### src/design/qes_pkg.sv
// shared constants, types and helper functions for the quadrature encoder speed block
package qes_pkg;

    // width of the internal tick and revolution counters
    localparam int COUNT_WIDTH = 32;
    // width of the reported totals and of the speed value
    localparam int OUT_WIDTH   = 32;
    // width of timestamps and of the divisor
    localparam int TIME_WIDTH  = 32;
    localparam int WIN_WIDTH   = 16;
    localparam logic [WIN_WIDTH-1:0] WIN_RESET = 16'd100;
    // width wide enough for the counters and the reported values
    localparam int EXT_WIDTH   = (COUNT_WIDTH > OUT_WIDTH) ? COUNT_WIDTH : OUT_WIDTH;
    // iteration counter width of the serial divider
    localparam int DIV_CNT_W   = $clog2(COUNT_WIDTH + 1);

    typedef logic [COUNT_WIDTH-1:0] count_t;
    typedef logic signed [1:0]      dir_t;

    localparam dir_t DIR_NONE = 2'sb00;
    localparam dir_t DIR_FWD  = 2'sb01;
    localparam dir_t DIR_REV  = 2'sb11;

    // gray sequence 0-1-3-2-0 is forward, reverse order is backward
    function automatic dir_t step_dir(input logic [1:0] prev, input logic [1:0] cur);
        dir_t d;
        case ({prev, cur})
            4'b00_01: d = DIR_FWD;
            4'b01_11: d = DIR_FWD;
            4'b11_10: d = DIR_FWD;
            4'b10_00: d = DIR_FWD;
            4'b00_10: d = DIR_REV;
            4'b10_11: d = DIR_REV;
            4'b11_01: d = DIR_REV;
            4'b01_00: d = DIR_REV;
            default:  d = DIR_NONE;
        endcase
        return d;
    endfunction

    // add a direction of -1, 0 or +1 to a wrapping counter
    function automatic count_t add_dir(input count_t v, input dir_t d);
        count_t inc;
        inc = {{(COUNT_WIDTH-2){d[1]}}, d};
        return v + inc;
    endfunction

endpackage

### src/design/qes_if.sv
// handshake channel interfaces for samples, results and window configuration

interface qes_in_if;
    logic        valid;
    logic        ready;
    logic        phase_a;
    logic        phase_b;
    logic        index_z;
    logic [31:0] now_ms;

    modport source (output valid, phase_a, phase_b, index_z, now_ms, input ready);
    modport sink   (input valid, phase_a, phase_b, index_z, now_ms, output ready);
endinterface

interface qes_out_if;
    logic               valid;
    logic               ready;
    logic signed [31:0] tick_total;
    logic signed [31:0] revolution_total;
    logic signed [31:0] speed_value;
    logic signed [1:0]  direction_now;
    logic               speed_fresh;

    modport source (output valid, tick_total, revolution_total, speed_value,
                    direction_now, speed_fresh, input ready);
    modport sink   (input valid, tick_total, revolution_total, speed_value,
                    direction_now, speed_fresh, output ready);
endinterface

interface qes_cfg_if;
    logic        valid;
    logic        ready;
    logic [15:0] window_ms;

    modport source (output valid, window_ms, input ready);
    modport sink   (input valid, window_ms, output ready);
endinterface

### src/design/qes_div.sv
// bit-serial restoring divider, one quotient bit per cycle
module qes_div
    import qes_pkg::*;
(
    input  logic                  clk,
    input  logic                  rst_n,
    input  logic                  start,
    input  count_t                dividend,
    input  logic [TIME_WIDTH-1:0] divisor,
    output logic                  done,
    output count_t                quotient
);

    logic                  run_reg, run_next;
    logic                  done_reg, done_next;
    logic [DIV_CNT_W-1:0]  cnt_reg, cnt_next;
    logic [TIME_WIDTH-1:0] rem_reg, rem_next;
    logic [TIME_WIDTH-1:0] dsr_reg, dsr_next;
    count_t                quo_reg, quo_next;

    logic [TIME_WIDTH:0]   trial;
    logic [TIME_WIDTH:0]   diff;
    logic                  fits;

    always_comb
    begin
        trial = {rem_reg, quo_reg[COUNT_WIDTH-1]};
        diff  = trial - {1'b0, dsr_reg};
        fits  = (trial >= {1'b0, dsr_reg});

        run_next  = run_reg;
        done_next = 1'b0;
        cnt_next  = cnt_reg;
        rem_next  = rem_reg;
        dsr_next  = dsr_reg;
        quo_next  = quo_reg;

        if (start)
        begin
            run_next = 1'b1;
            cnt_next = DIV_CNT_W'(COUNT_WIDTH);
            rem_next = '0;
            dsr_next = divisor;
            quo_next = dividend;
        end
        else if (run_reg)
        begin
            rem_next = fits ? diff[TIME_WIDTH-1:0] : trial[TIME_WIDTH-1:0];
            quo_next = {quo_reg[COUNT_WIDTH-2:0], fits};
            cnt_next = cnt_reg - 1'b1;
            if (cnt_reg == DIV_CNT_W'(1))
            begin
                run_next  = 1'b0;
                done_next = 1'b1;
            end
        end
    end

    always_ff @(posedge clk or negedge rst_n)
    begin
        if (!rst_n)
        begin
            run_reg  <= 1'b0;
            done_reg <= 1'b0;
            cnt_reg  <= '0;
        end
        else
        begin
            run_reg  <= run_next;
            done_reg <= done_next;
            cnt_reg  <= cnt_next;
        end
    end

    always_ff @(posedge clk)
    begin
        rem_reg <= rem_next;
        dsr_reg <= dsr_next;
        quo_reg <= quo_next;
    end

    assign done     = done_reg;
    assign quotient = quo_reg;

endmodule

### src/design/quadrature_encoder_speed.sv
// top level: quadrature decoder with index count and windowed speed measurement
//
// channel  | role   | payload
// ---------+--------+------------------------------------------------------------
// sample   | sink   | phase_a, phase_b, index_z, now_ms
// result   | source | tick_total, revolution_total, speed_value, direction_now,
//          |        | speed_fresh
// cfg      | sink   | window_ms (always ready)
//
// an item that does not close a window goes through accept, window check and result load
// an item that closes a window also passes the divide state, where the serial divider
// produces one quotient bit per cycle and then raises its done flag
// sample.ready is high only while the sequencer is idle; a pending result does not
// block it, the result register only holds the sequencer in its load state
// reset clears all counters, the window and the speed to zero and window_ms to 100
module quadrature_encoder_speed
    import qes_pkg::*;
(
    input  logic      clk,
    input  logic      rst_n,
    qes_in_if.sink    sample,
    qes_out_if.source result,
    qes_cfg_if.sink   cfg
);

    // one-hot sequencer
    typedef enum logic [3:0] {
        S_IDLE = 4'b0001,
        S_CALC = 4'b0010,
        S_DIV  = 4'b0100,
        S_DONE = 4'b1000
    } state_t;

    state_t                state_reg, state_next;

    // encoder and window state
    logic [WIN_WIDTH-1:0]  win_ms_reg, win_ms_next;
    logic [1:0]            phase_reg, phase_next;
    count_t                tick_reg, tick_next;
    dir_t                  dir_reg, dir_next;
    count_t                rev_reg, rev_next;
    logic                  seen_reg, seen_next;
    count_t                wticks_reg, wticks_next;
    logic [TIME_WIDTH-1:0] wstart_reg, wstart_next;
    logic [OUT_WIDTH-1:0]  speed_reg, speed_next;

    // per item working registers
    logic [TIME_WIDTH-1:0] elapsed_reg, elapsed_next;
    logic                  fresh_reg, fresh_next;
    logic                  neg_reg, neg_next;

    // result register
    logic                  ovalid_reg, ovalid_next;
    logic                  load;

    // combinational helpers
    logic [1:0]            cur_phase;
    dir_t                  step;
    dir_t                  dir_upd;
    logic [WIN_WIDTH-1:0]  win_eff;
    logic [TIME_WIDTH-1:0] elapsed;
    count_t                delta;
    count_t                mag;
    logic                  div_start;
    logic                  div_done;
    count_t                quotient;
    logic [EXT_WIDTH-1:0]  q_ext;
    logic [EXT_WIDTH-1:0]  q_signed;
    logic [EXT_WIDTH-1:0]  tick_ext;
    logic [EXT_WIDTH-1:0]  rev_ext;
    logic                  accept;

    assign accept    = sample.valid && sample.ready;
    assign cur_phase = {sample.phase_a, sample.phase_b};
    assign step      = step_dir(phase_reg, cur_phase);
    assign dir_upd   = (step != DIR_NONE) ? step : dir_reg;
    // a zero window length behaves as one millisecond
    assign win_eff   = (win_ms_reg == '0) ? WIN_WIDTH'(1) : win_ms_reg;
    assign elapsed   = sample.now_ms - wstart_reg;

    // tick delta over the window, taken as sign and magnitude for the divider
    assign delta     = tick_reg - wticks_reg;
    assign mag       = delta[COUNT_WIDTH-1] ? (count_t'(0) - delta) : delta;
    assign div_start = (state_reg == S_CALC) && fresh_reg;

    assign q_ext     = EXT_WIDTH'(quotient);
    assign q_signed  = neg_reg ? (EXT_WIDTH'(0) - q_ext) : q_ext;
    assign tick_ext  = EXT_WIDTH'(tick_reg);
    assign rev_ext   = EXT_WIDTH'(rev_reg);

    assign load      = (state_reg == S_DONE) && (!ovalid_reg || result.ready);

    qes_div u_div (
        .clk      (clk),
        .rst_n    (rst_n),
        .start    (div_start),
        .dividend (mag),
        .divisor  (elapsed_reg),
        .done     (div_done),
        .quotient (quotient)
    );

    always_comb
    begin
        state_next   = state_reg;
        win_ms_next  = win_ms_reg;
        phase_next   = phase_reg;
        tick_next    = tick_reg;
        dir_next     = dir_reg;
        rev_next     = rev_reg;
        seen_next    = seen_reg;
        wticks_next  = wticks_reg;
        wstart_next  = wstart_reg;
        speed_next   = speed_reg;
        elapsed_next = elapsed_reg;
        fresh_next   = fresh_reg;
        neg_next     = neg_reg;
        ovalid_next  = ovalid_reg;

        if (cfg.valid)
        begin
            win_ms_next = cfg.window_ms;
        end

        if (result.ready)
        begin
            ovalid_next = 1'b0;
        end

        case (state_reg)
            S_IDLE:
            begin
                if (accept)
                begin
                    // decode the step and update tick, direction and phase
                    if (step != DIR_NONE)
                    begin
                        tick_next = add_dir(tick_reg, step);
                    end
                    dir_next   = dir_upd;
                    phase_next = cur_phase;
                    // index: count once on the first low sample, re-arm when high
                    if (!sample.index_z && !seen_reg)
                    begin
                        rev_next  = add_dir(rev_reg, dir_upd);
                        seen_next = 1'b1;
                    end
                    else if (sample.index_z)
                    begin
                        seen_next = 1'b0;
                    end
                    // window check on the wrapping timestamp difference
                    elapsed_next = elapsed;
                    fresh_next   = (elapsed >= TIME_WIDTH'(win_eff));
                    if (elapsed >= TIME_WIDTH'(win_eff))
                    begin
                        wstart_next = sample.now_ms;
                    end
                    state_next = S_CALC;
                end
            end
            S_CALC:
            begin
                // divider starts here when the window closed
                if (fresh_reg)
                begin
                    neg_next    = delta[COUNT_WIDTH-1];
                    wticks_next = tick_reg;
                    state_next  = S_DIV;
                end
                else
                begin
                    state_next = S_DONE;
                end
            end
            S_DIV:
            begin
                if (div_done)
                begin
                    speed_next = q_signed[OUT_WIDTH-1:0];
                    state_next = S_DONE;
                end
            end
            S_DONE:
            begin
                if (load)
                begin
                    ovalid_next = 1'b1;
                    state_next  = S_IDLE;
                end
            end
            default:
            begin
                state_next = S_IDLE;
            end
        endcase
    end

    always_ff @(posedge clk or negedge rst_n)
    begin
        if (!rst_n)
        begin
            state_reg   <= S_IDLE;
            win_ms_reg  <= WIN_RESET;
            phase_reg   <= '0;
            tick_reg    <= '0;
            dir_reg     <= DIR_NONE;
            rev_reg     <= '0;
            seen_reg    <= 1'b0;
            wticks_reg  <= '0;
            wstart_reg  <= '0;
            speed_reg   <= '0;
            fresh_reg   <= 1'b0;
            ovalid_reg  <= 1'b0;
        end
        else
        begin
            state_reg   <= state_next;
            win_ms_reg  <= win_ms_next;
            phase_reg   <= phase_next;
            tick_reg    <= tick_next;
            dir_reg     <= dir_next;
            rev_reg     <= rev_next;
            seen_reg    <= seen_next;
            wticks_reg  <= wticks_next;
            wstart_reg  <= wstart_next;
            speed_reg   <= speed_next;
            fresh_reg   <= fresh_next;
            ovalid_reg  <= ovalid_next;
        end
    end

    // per item working values and result payload, no reset needed
    logic signed [OUT_WIDTH-1:0] o_tick_reg;
    logic signed [OUT_WIDTH-1:0] o_rev_reg;
    logic signed [OUT_WIDTH-1:0] o_speed_reg;
    dir_t                        o_dir_reg;
    logic                        o_fresh_reg;

    always_ff @(posedge clk)
    begin
        elapsed_reg <= elapsed_next;
        neg_reg     <= neg_next;
        if (load)
        begin
            o_tick_reg  <= tick_ext[OUT_WIDTH-1:0];
            o_rev_reg   <= rev_ext[OUT_WIDTH-1:0];
            o_speed_reg <= speed_reg;
            o_dir_reg   <= dir_reg;
            o_fresh_reg <= fresh_reg;
        end
    end

    assign sample.ready            = (state_reg == S_IDLE);
    assign cfg.ready               = 1'b1;
    assign result.valid            = ovalid_reg;
    assign result.tick_total       = o_tick_reg;
    assign result.revolution_total = o_rev_reg;
    assign result.speed_value      = o_speed_reg;
    assign result.direction_now    = o_dir_reg;
    assign result.speed_fresh      = o_fresh_reg;

    // an accepted item always moves the sequencer on to the window check
    a_accept_to_calc: assert property (@(posedge clk) disable iff (!rst_n)
        accept |=> state_reg == S_CALC)
        else $error("accepted item did not enter window check");

    // the divider only reports completion while the sequencer waits for it
    a_div_done_in_div: assert property (@(posedge clk) disable iff (!rst_n)
        div_done |-> state_reg == S_DIV)
        else $error("divider finished outside divide state");

    // a window that did not close never starts the divider
    a_no_div_without_window: assert property (@(posedge clk) disable iff (!rst_n)
        (state_reg == S_CALC && !fresh_reg) |=> state_reg == S_DONE)
        else $error("divider path taken without closed window");

    // the result register is only reloaded once the previous item is taken
    a_load_when_free: assert property (@(posedge clk) disable iff (!rst_n)
        (result.valid && !result.ready) |-> !load)
        else $error("result overwritten before taken");

endmodule

### src/flat_wrapper.sv
// flat-port wrapper written by rule: the top's interface ports become plain ports
module quadrature_encoder_speed_flat import qes_pkg::*;
  (clk, rst_n, sample_valid, sample_phase_a, sample_phase_b, sample_index_z, sample_now_ms, sample_ready, result_valid, result_tick_total, result_revolution_total, result_speed_value, result_direction_now, result_speed_fresh, result_ready, cfg_valid, cfg_window_ms, cfg_ready);
  qes_in_if sample_i ();
  qes_out_if result_i ();
  qes_cfg_if cfg_i ();
  input  logic clk;
  input  logic rst_n;
  input wire logic [$bits(sample_i.valid)-1:0] sample_valid;
  input wire logic [$bits(sample_i.phase_a)-1:0] sample_phase_a;
  input wire logic [$bits(sample_i.phase_b)-1:0] sample_phase_b;
  input wire logic [$bits(sample_i.index_z)-1:0] sample_index_z;
  input wire logic [$bits(sample_i.now_ms)-1:0] sample_now_ms;
  output wire logic [$bits(sample_i.ready)-1:0] sample_ready;
  output wire logic [$bits(result_i.valid)-1:0] result_valid;
  output wire logic [$bits(result_i.tick_total)-1:0] result_tick_total;
  output wire logic [$bits(result_i.revolution_total)-1:0] result_revolution_total;
  output wire logic [$bits(result_i.speed_value)-1:0] result_speed_value;
  output wire logic [$bits(result_i.direction_now)-1:0] result_direction_now;
  output wire logic [$bits(result_i.speed_fresh)-1:0] result_speed_fresh;
  input wire logic [$bits(result_i.ready)-1:0] result_ready;
  input wire logic [$bits(cfg_i.valid)-1:0] cfg_valid;
  input wire logic [$bits(cfg_i.window_ms)-1:0] cfg_window_ms;
  output wire logic [$bits(cfg_i.ready)-1:0] cfg_ready;
  assign sample_i.valid = sample_valid;
  assign sample_i.phase_a = sample_phase_a;
  assign sample_i.phase_b = sample_phase_b;
  assign sample_i.index_z = sample_index_z;
  assign sample_i.now_ms = sample_now_ms;
  assign sample_ready = sample_i.ready;
  assign result_valid = result_i.valid;
  assign result_tick_total = result_i.tick_total;
  assign result_revolution_total = result_i.revolution_total;
  assign result_speed_value = result_i.speed_value;
  assign result_direction_now = result_i.direction_now;
  assign result_speed_fresh = result_i.speed_fresh;
  assign result_i.ready = result_ready;
  assign cfg_i.valid = cfg_valid;
  assign cfg_i.window_ms = cfg_window_ms;
  assign cfg_ready = cfg_i.ready;
  quadrature_encoder_speed u_core (.clk(clk), .rst_n(rst_n), .sample(sample_i), .result(result_i), .cfg(cfg_i));
endmodule
### config.mk
export PLATFORM = sky130hd
export DESIGN_NAME = quadrature_encoder_speed_flat
export DESIGN_NICKNAME = d
export VERILOG_FILES = /design/src/design/qes_pkg.sv /design/src/design/qes_if.sv /design/src/design/qes_div.sv /design/src/design/quadrature_encoder_speed.sv /design/src/flat_wrapper.sv
export SDC_FILE = /design/constraint.sdc
export NUM_CORES = 1
export LEC_CHECK = 0
export BUFFER_PORTS_ARGS = -buffer_cell sky130_fd_sc_hd__buf_4
export CAP_MARGIN = 30
export CORE_MARGIN = 5
export CORE_UTILIZATION = 50
export DETAILED_ROUTE_END_ITERATION = 10
export PLACE_DENSITY = 0.65
export SLEW_MARGIN = 10
export SYNTH_ARGS = -nofsm -noshare
export SYNTH_HDL_FRONTEND = slang
export SYNTH_HIERARCHICAL = 1
export SYNTH_SLANG_ARGS = --single-unit
### constraint.sdc
create_clock -name clk -period 11.12 [get_ports clk]
set_input_delay 2.224 -clock clk [delete_from_list [all_inputs] [get_ports clk]]
set_output_delay 2.224 -clock clk [all_outputs]
set_load 0.05 [all_outputs]
==> results.sh, run 1 <==
export IMPL_status="complete, no violations"
export IMPL_antenna_cells=0
export IMPL_drt_iter0_drc=1394
export IMPL_routedWlPerCell_um=17.5
export IMPL_drc=0
export IMPL_ctsHoldBuffers=0
export IMPL_switching_share=0.462
export IMPL_cts_made_buffers=45
export IMPL_synth_commonest_cells="nand2_1 (313), o21ai_0 (222), a21oi_1 (203)"
export IMPL_min_path_type="reg2reg"
export IMPL_hold_ws_ns=0.417
export IMPL_overflow=0
export IMPL_grt_pass1_wl_um=103000
export IMPL_cts_tree="done"
export IMPL_nets=3140
export IMPL_place_hpwl_um=45700
export IMPL_grt_max_degree=101
export IMPL_synth_edf_count=196
export IMPL_hold_viol=0
export IMPL_die_w_um=240
export IMPL_p_total_mw=10.6
export IMPL_clkPwrFrac=0.140
export IMPL_rsz0062_at_grt="no"
export IMPL_syn2layout_area_growth_pct=12.4
export IMPL_finClkSkew_ns=0.0199
export IMPL_core_area_um2=52600
export IMPL_synthMostInstantiatedCell="nand2_1"
export IMPL_min_period_ns=6.87
export IMPL_max_freq_mhz=146
export IMPL_rows=84
export IMPL_avgSynthCellArea_um2=9.49
export IMPL_track_usage=0.215
export IMPL_switchingPower_mw=4.89
export IMPL_powerDensity_nw_per_um2=355
export IMPL_netlist_area_um2=26500
export IMPL_drtPass1Iterations=5
export IMPL_peakVddDrop_mv=0.241
export IMPL_cp_max_fo=40
export IMPL_final_cells=3623
export IMPL_grt_antenna_before_repair=1
export IMPL_clockRootBuffer="clkbuf_16"
export IMPL_fillers=4643
export IMPL_cap_violations=0
export IMPL_combPwrFrac=0.607
export IMPL_synth_xor_area_frac=0.0631
export IMPL_place_ws_ns=3.81
export IMPL_required_ns=11.57
export IMPL_crit_path_end_kind="register"
export IMPL_synth_seq_cells=423
export IMPL_synth_top_family_by_area="compound AO/OA/AOI/OAI gates"
export IMPL_place_congestion=0.929
export IMPL_worstSetupPathType="in2reg"
export IMPL_synth_simple_area_share=0.155
export IMPL_seq_power_share=0.253
export IMPL_drive_gt1_frac=0.122
export IMPL_drtAntennaViolNets=0
export IMPL_setup_viol=0
export IMPL_fin_ws_ns=4.25
export IMPL_cts_resized=0
export IMPL_postCtsSetupBuffers=0
export IMPL_grt_pass1_vias=19900
export IMPL_clk_pin_slew_ns=0.06
export IMPL_synth_area_top_cells="edfxtp_1 (22%), dfrtp_1 (18%), ha_1 (8.5%), nand2_1 (4.4%), o21ai_0 (4.2%)"
export IMPL_yosys_warnings=6
export IMPL_synthArstFlopShare=0.461
export IMPL_fin_crit_sh=0.617
export IMPL_slew_viol_final=0
export IMPL_yosys_area_top_type="edfxtp_1"
export IMPL_dp_cells=3536
export IMPL_start_util=0.504
export IMPL_boundaryPins=158
export IMPL_clock_sinks=423
export IMPL_cts_max_level=2
export IMPL_seq_area_frac_synth=0.431
export IMPL_clockBufferDepth=3
export IMPL_clk_latency_ns=0.57
export IMPL_port_buffers=156
export IMPL_cp_start_kind="primary input"
export IMPL_fin_setup_tns_ns=0
export IMPL_wl_um=63400
export IMPL_p_int_mw=5.69
export IMPL_arrival_ns=7.31
export IMPL_die_area_um2=57700
export IMPL_tightest_slew_ns=0.930
export IMPL_vias=20800
export IMPL_synth_area_mux_share=0.0299
export IMPL_synth_compound_area_frac=0.188
export IMPL_slew_headroom=0.380
export IMPL_die_h_um=240
export IMPL_netlist_instances=2792
export IMPL_ys_dominant_reg_cell="edfxtp_1"
export IMPL_vias_per_cell=5.74
export IMPL_syn_nets=3033
export IMPL_p_leak_nw=12.6
export IMPL_ys_types=100
export IMPL_synth_top_cell_area_share=0.222
export IMPL_synthAdderAreaFrac=0.0888
[critical path, stage by stage]
cell and delay, ns:
buf_4 0.10, inv_1 0.06, ha_1 0.19, mux4_2 0.86, nor2_1 0.53, inv_1 0.11, buf_4 0.29, ha_1 0.40
a21o_1 0.20, a221o_1 0.34, a21oi_1 0.24, o221ai_1 0.17, o41ai_1 0.78, o211ai_1 0.20, a31oi_1 0.23, xnor2_1 0.15
nand2_1 0.09, xnor2_1 0.13
[placed cells by master, fill, tap and decap left out, types with 20 or more instances in the layout]
| master | synthesis | layout |
|---|---|---|
| a21oi_1 | 203 | 203 |
| o21ai_0 | 222 | 221 |
| o21bai_1 | 20 | 20 |
| o211ai_1 | 40 | 40 |
| inv_1 | 168 | 167 |
| nand4_1 | 54 | 54 |
| xnor2_1 | 93 | 93 |
| nor4_1 | 26 | 25 |
| dfrtp_1 | 191 | 190 |
| a21o_1 | 65 | 65 |
| dfxtp_1 | 32 | 32 |
| nand2_1 | 313 | 312 |
| o31ai_1 | 23 | 23 |
| a211oi_1 | 47 | 47 |
| nor2_1 | 189 | 188 |
| a31oi_1 | 23 | 23 |
| xor2_1 | 98 | 97 |
| buf_4 | 3 | 175 |
| mux2_2 | 38 | 38 |
| nor3_1 | 46 | 44 |
| or3_1 | 23 | 23 |
| and3_1 | 55 | 55 |
| o21a_1 | 22 | 22 |
| clkbuf_16 | 0 | 45 |
| nand3_1 | 38 | 37 |
| edfxtp_1 | 196 | 196 |
| mux2i_1 | 33 | 33 |
| ha_1 | 180 | 180 |
[metal layers]
metal  part of all wire  up-vias  track usage
met3              0.051       73       0.0305
met1               0.49     9926        0.322
met2               0.44      465        0.332
met4              0.019        0       0.0518
met5                  0        -            0
li1                   -    10300            -
[area by class of cell]
class,count,area (µm²),share of cell area
clock buffer,54,1180,0.0396
clock inverter,29,279,0.00937
inverter,169,634,0.0213
multi-input combinational,2078,14000,0.469
sequential,423,11400,0.383
tap,688,861,0.0289
timing repair buffer,182,1450,0.0486
[power groups by stage]
stage / combinational [mW] / clock [mW] / sequential, mW
2_1_floorplan: 5.02 / 0 / 2.56
3_3_place_gp: 6.19 / 0 / 2.69
3_5_place_dp: 6.32 / 0 / 2.70
4_1_cts: 6.36 / 1.53 / 2.68
5_1_grt: 7.16 / 1.60 / 2.74
6_report: 6.42 / 1.48 / 2.68
[cells by family (layout without fill, tap and decap cells)]
family / count (synthesis) / in the layout
AND/OR/NAND/NOR: 852 / 852
AO/OA/AOI/OAI: 776 / 776
flip-flops: 423 / 423
buffers and inverters: 291 / 434
XOR/XNOR: 191 / 191
adder cells (fa/ha/maj): 185 / 185
multiplexers: 73 / 73
other: 1 / 1
[worst paths after layout]
kind                                             startpoint                            endpoint  slack, ns  cells past startpoint
max                                          sample_phase_a      u_core/rev_ext[31]$_DFFE_PN0P_       4.25                     18
max in group asynchronous                             rst_n    u_core/win_ms_reg[6]$_DFFE_PN1P_       7.68                      5
max reg2reg                 u_core/phase_reg[0]$_DFFE_PN0P_      u_core/rev_ext[31]$_DFFE_PN0P_       5.81                     15
min                        u_core/elapsed_reg[21]$_DFFE_PP_  u_core/u_div/dsr_reg[21]$_DFFE_PP_       0.42                      0
min in group asynchronous                             rst_n    u_core/speed_reg[13]$_DFFE_PN0P_       1.64                      1
min reg2reg                u_core/elapsed_reg[21]$_DFFE_PP_  u_core/u_div/dsr_reg[21]$_DFFE_PP_       0.42                      0
[stage by stage]
stage	utilization	area (µm²)
after global placement	0.537	28200
after CTS	0.565	29700
after global routing	0.567	29800
after floorplan	-	26500
final	0.567	29800
after detailed placement	0.538	28300
No activity file was read; power rests on OpenSTA's default activity.
==> run 2: changes to the inputs <==
Clock period 11.12 ns to 6.9 ns, I/O delays scaled along.
==> run 2 against run 1 <==
Against the previous run: clock skew fell by 0.0036 ns; register-to-register slack got worse by 4.0 ns; first-iteration DRC count fell by 1.9%; utilization rose by 0.36 points; count of clock-buffer cells in the layout rose by 3; wire length fell by 0.45%; sequential cell count did not move.
==> results.sh, run 2 (same netlist as run 1, synthesis figures left out) <==
export IMPL_drc=0
export IMPL_antenna_cells=0
export IMPL_reg2reg_from="u_core/phase_reg[0]$_DFFE_PN0P_"
export IMPL_p_int_mw=9.41
export IMPL_start_util=0.504
export IMPL_grt_pass1_wl_um=103000
export IMPL_seq_power_share=0.249
export IMPL_die_area_um2=57700
export IMPL_clockBufferDepth=3
export IMPL_nets=3143
export IMPL_powerDensity_nw_per_um2=578
export IMPL_crit_start="sample_phase_a"
export IMPL_setup_viol=0
export IMPL_path_delay_family="compound AO/OA/AOI/OAI gates"
export IMPL_die_w_um=240
export IMPL_drt_iter0_drc=1367
export IMPL_finClkSkew_ns=0.0163
export IMPL_wl_um=63100
export IMPL_clock_sinks=423
export IMPL_layout_common_cells="nand2_1 (312), o21ai_0 (221), a21oi_1 (203), edfxtp_1 (196), dfrtp_1 (190)"
export IMPL_cts_made_buffers=47
export IMPL_postCtsSetupBuffers=0
export IMPL_place_hpwl_um=46200
export IMPL_critical_path_slowest_cell="o311ai_0"
export IMPL_vias=20900
export IMPL_worstSetupPathType="in2reg"
export IMPL_combPwrFrac=0.599
export IMPL_status="complete, no violations"
export IMPL_cp_max_fo=13
export IMPL_rsz0062_at_grt="no"
export IMPL_cts_tree="done"
export IMPL_track_usage=0.215
export IMPL_cts_max_level=2
export IMPL_min_period_ns=5.79
export IMPL_cap_violations=0
export IMPL_hold_viol=0
export IMPL_p_leak_nw=12.7
export IMPL_max_freq_mhz=173
export IMPL_critPathBufInv=3
export IMPL_slew_viol_final=0
export IMPL_port_buffers=156
export IMPL_slew_headroom=0.283
export IMPL_peakVddDrop_mv=0.300
export IMPL_grt_pass1_vias=19900
export IMPL_grt_antenna_before_repair=2
export IMPL_vias_per_cell=5.77
export IMPL_hold_ws_ns=0.416
export IMPL_routedWlPerCell_um=17.4
export IMPL_hold_start="u_core/elapsed_reg[31]$_DFFE_PP_"
export IMPL_clk_pin_slew_ns=0.05
export IMPL_rows=84
export IMPL_grt_max_degree=124
export IMPL_syn2layout_area_growth_pct=13.1
export IMPL_fin_setup_tns_ns=0
export IMPL_min_path_type="reg2reg"
export IMPL_crit_path_end_kind="register"
export IMPL_drtAntennaViolNets=0
export IMPL_cts_resized=0
export IMPL_place_congestion=0.918
export IMPL_switching_share=0.457
export IMPL_switchingPower_mw=7.91
export IMPL_clockRootBuffer="clkbuf_16"
export IMPL_cpMostUsedCell="a21oi_1"
export IMPL_clk_latency_ns=0.59
export IMPL_drtPass1Iterations=6
export IMPL_core_area_um2=52600
export IMPL_required_ns=7.39
export IMPL_max_stage_delay_ns=0.58
export IMPL_fillers=4604
export IMPL_final_common_cell="nand2_1"
export IMPL_die_h_um=240
export IMPL_fin_crit_sh=0.840
export IMPL_ctsHoldBuffers=0
export IMPL_boundaryPins=158
export IMPL_cp_start_kind="primary input"
export IMPL_arrival_ns=6.29
export IMPL_tightest_slew_ns=1.07
export IMPL_overflow=0
export IMPL_drive_gt1_frac=0.124
export IMPL_clkPwrFrac=0.152
export IMPL_worstPathCellList="buf_4 > inv_1 > ha_1 > xnor2_1 > nor2_1 > nor2_1 > inv_1 > fa_1 > a21o_1 > a21oi_1 > o21ai_0 > o2111ai_1 > a21oi_1 > o31ai_1 > a21oi_1 > o311ai_0 > a221oi_1 > a31oi_1"
## run 2: routing by layer
| metal | GRT usage | vias to the layer above | share of wire | wire [µm] |
|---|---|---|---|---|
| met1 | 0.313 | 9937 | 0.47 | 29900 |
| li1 | - | 10400 | - | - |
| met3 | 0.0342 | 103 | 0.055 | 3470 |
| met2 | 0.339 | 524 | 0.45 | 28200 |
| met4 | 0.0533 | 2 | 0.022 | 1410 |
| met5 | 0 | - | 0.00021 | 13 |
## run 2: final timing paths
path,cells after the start,slack [ns],endpoint
worst min-delay path,0,0.42,u_core/u_div/dsr_reg[31]$_DFFE_PP_
min in group asynchronous,1,0.80,u_core/speed_reg[19]$_DFFE_PN0P_
worst max register to register,16,1.83,u_core/rev_ext[30]$_DFFE_PN0P_
worst max-delay path,18,1.11,u_core/rev_ext[30]$_DFFE_PN0P_
worst min register to register,0,0.42,u_core/u_div/dsr_reg[31]$_DFFE_PP_
max in group asynchronous,2,4.87,u_core/win_ms_reg[11]$_DFFE_PN0P_
## run 2: power groups by stage
stage | registers (mW) | logic (mW) | clock network (mW)
after floorplan | 4.13 | 8.09 | 0
after global placement | 4.33 | 9.96 | 0
after detailed placement | 4.36 | 10.2 | 0
after CTS | 4.32 | 10.3 | 2.70
after global routing | 4.42 | 11.6 | 2.80
final | 4.32 | 10.4 | 2.63
## run 2: layout make-up
type	count	area, µm²	share of cell area
well taps	688	861	0.0287
clock buffers	57	1270	0.0425
inverters	169	634	0.0212
multi-input cells	2078	14000	0.466
repair buffers	183	1460	0.0485
clock inverters	31	368	0.0123
flip-flops and latches	423	11400	0.381
## run 2: stage by stage
stage | power [mW] | setup slack (ns) | cell area (µm²) | util | std cells
after floorplan | 12.2 | 0.759 | 26500 | - | 2792
after global placement | 14.3 | 0.875 | 28200 | 0.537 | 3536
after detailed placement | 14.6 | 0.663 | 28300 | 0.538 | 3538
after CTS | 17.3 | 1.26 | 29900 | 0.569 | 3626
after global routing | 18.8 | 0.826 | 30000 | 0.570 | 3629
final | 17.3 | 1.11 | 30000 | 0.570 | 3629
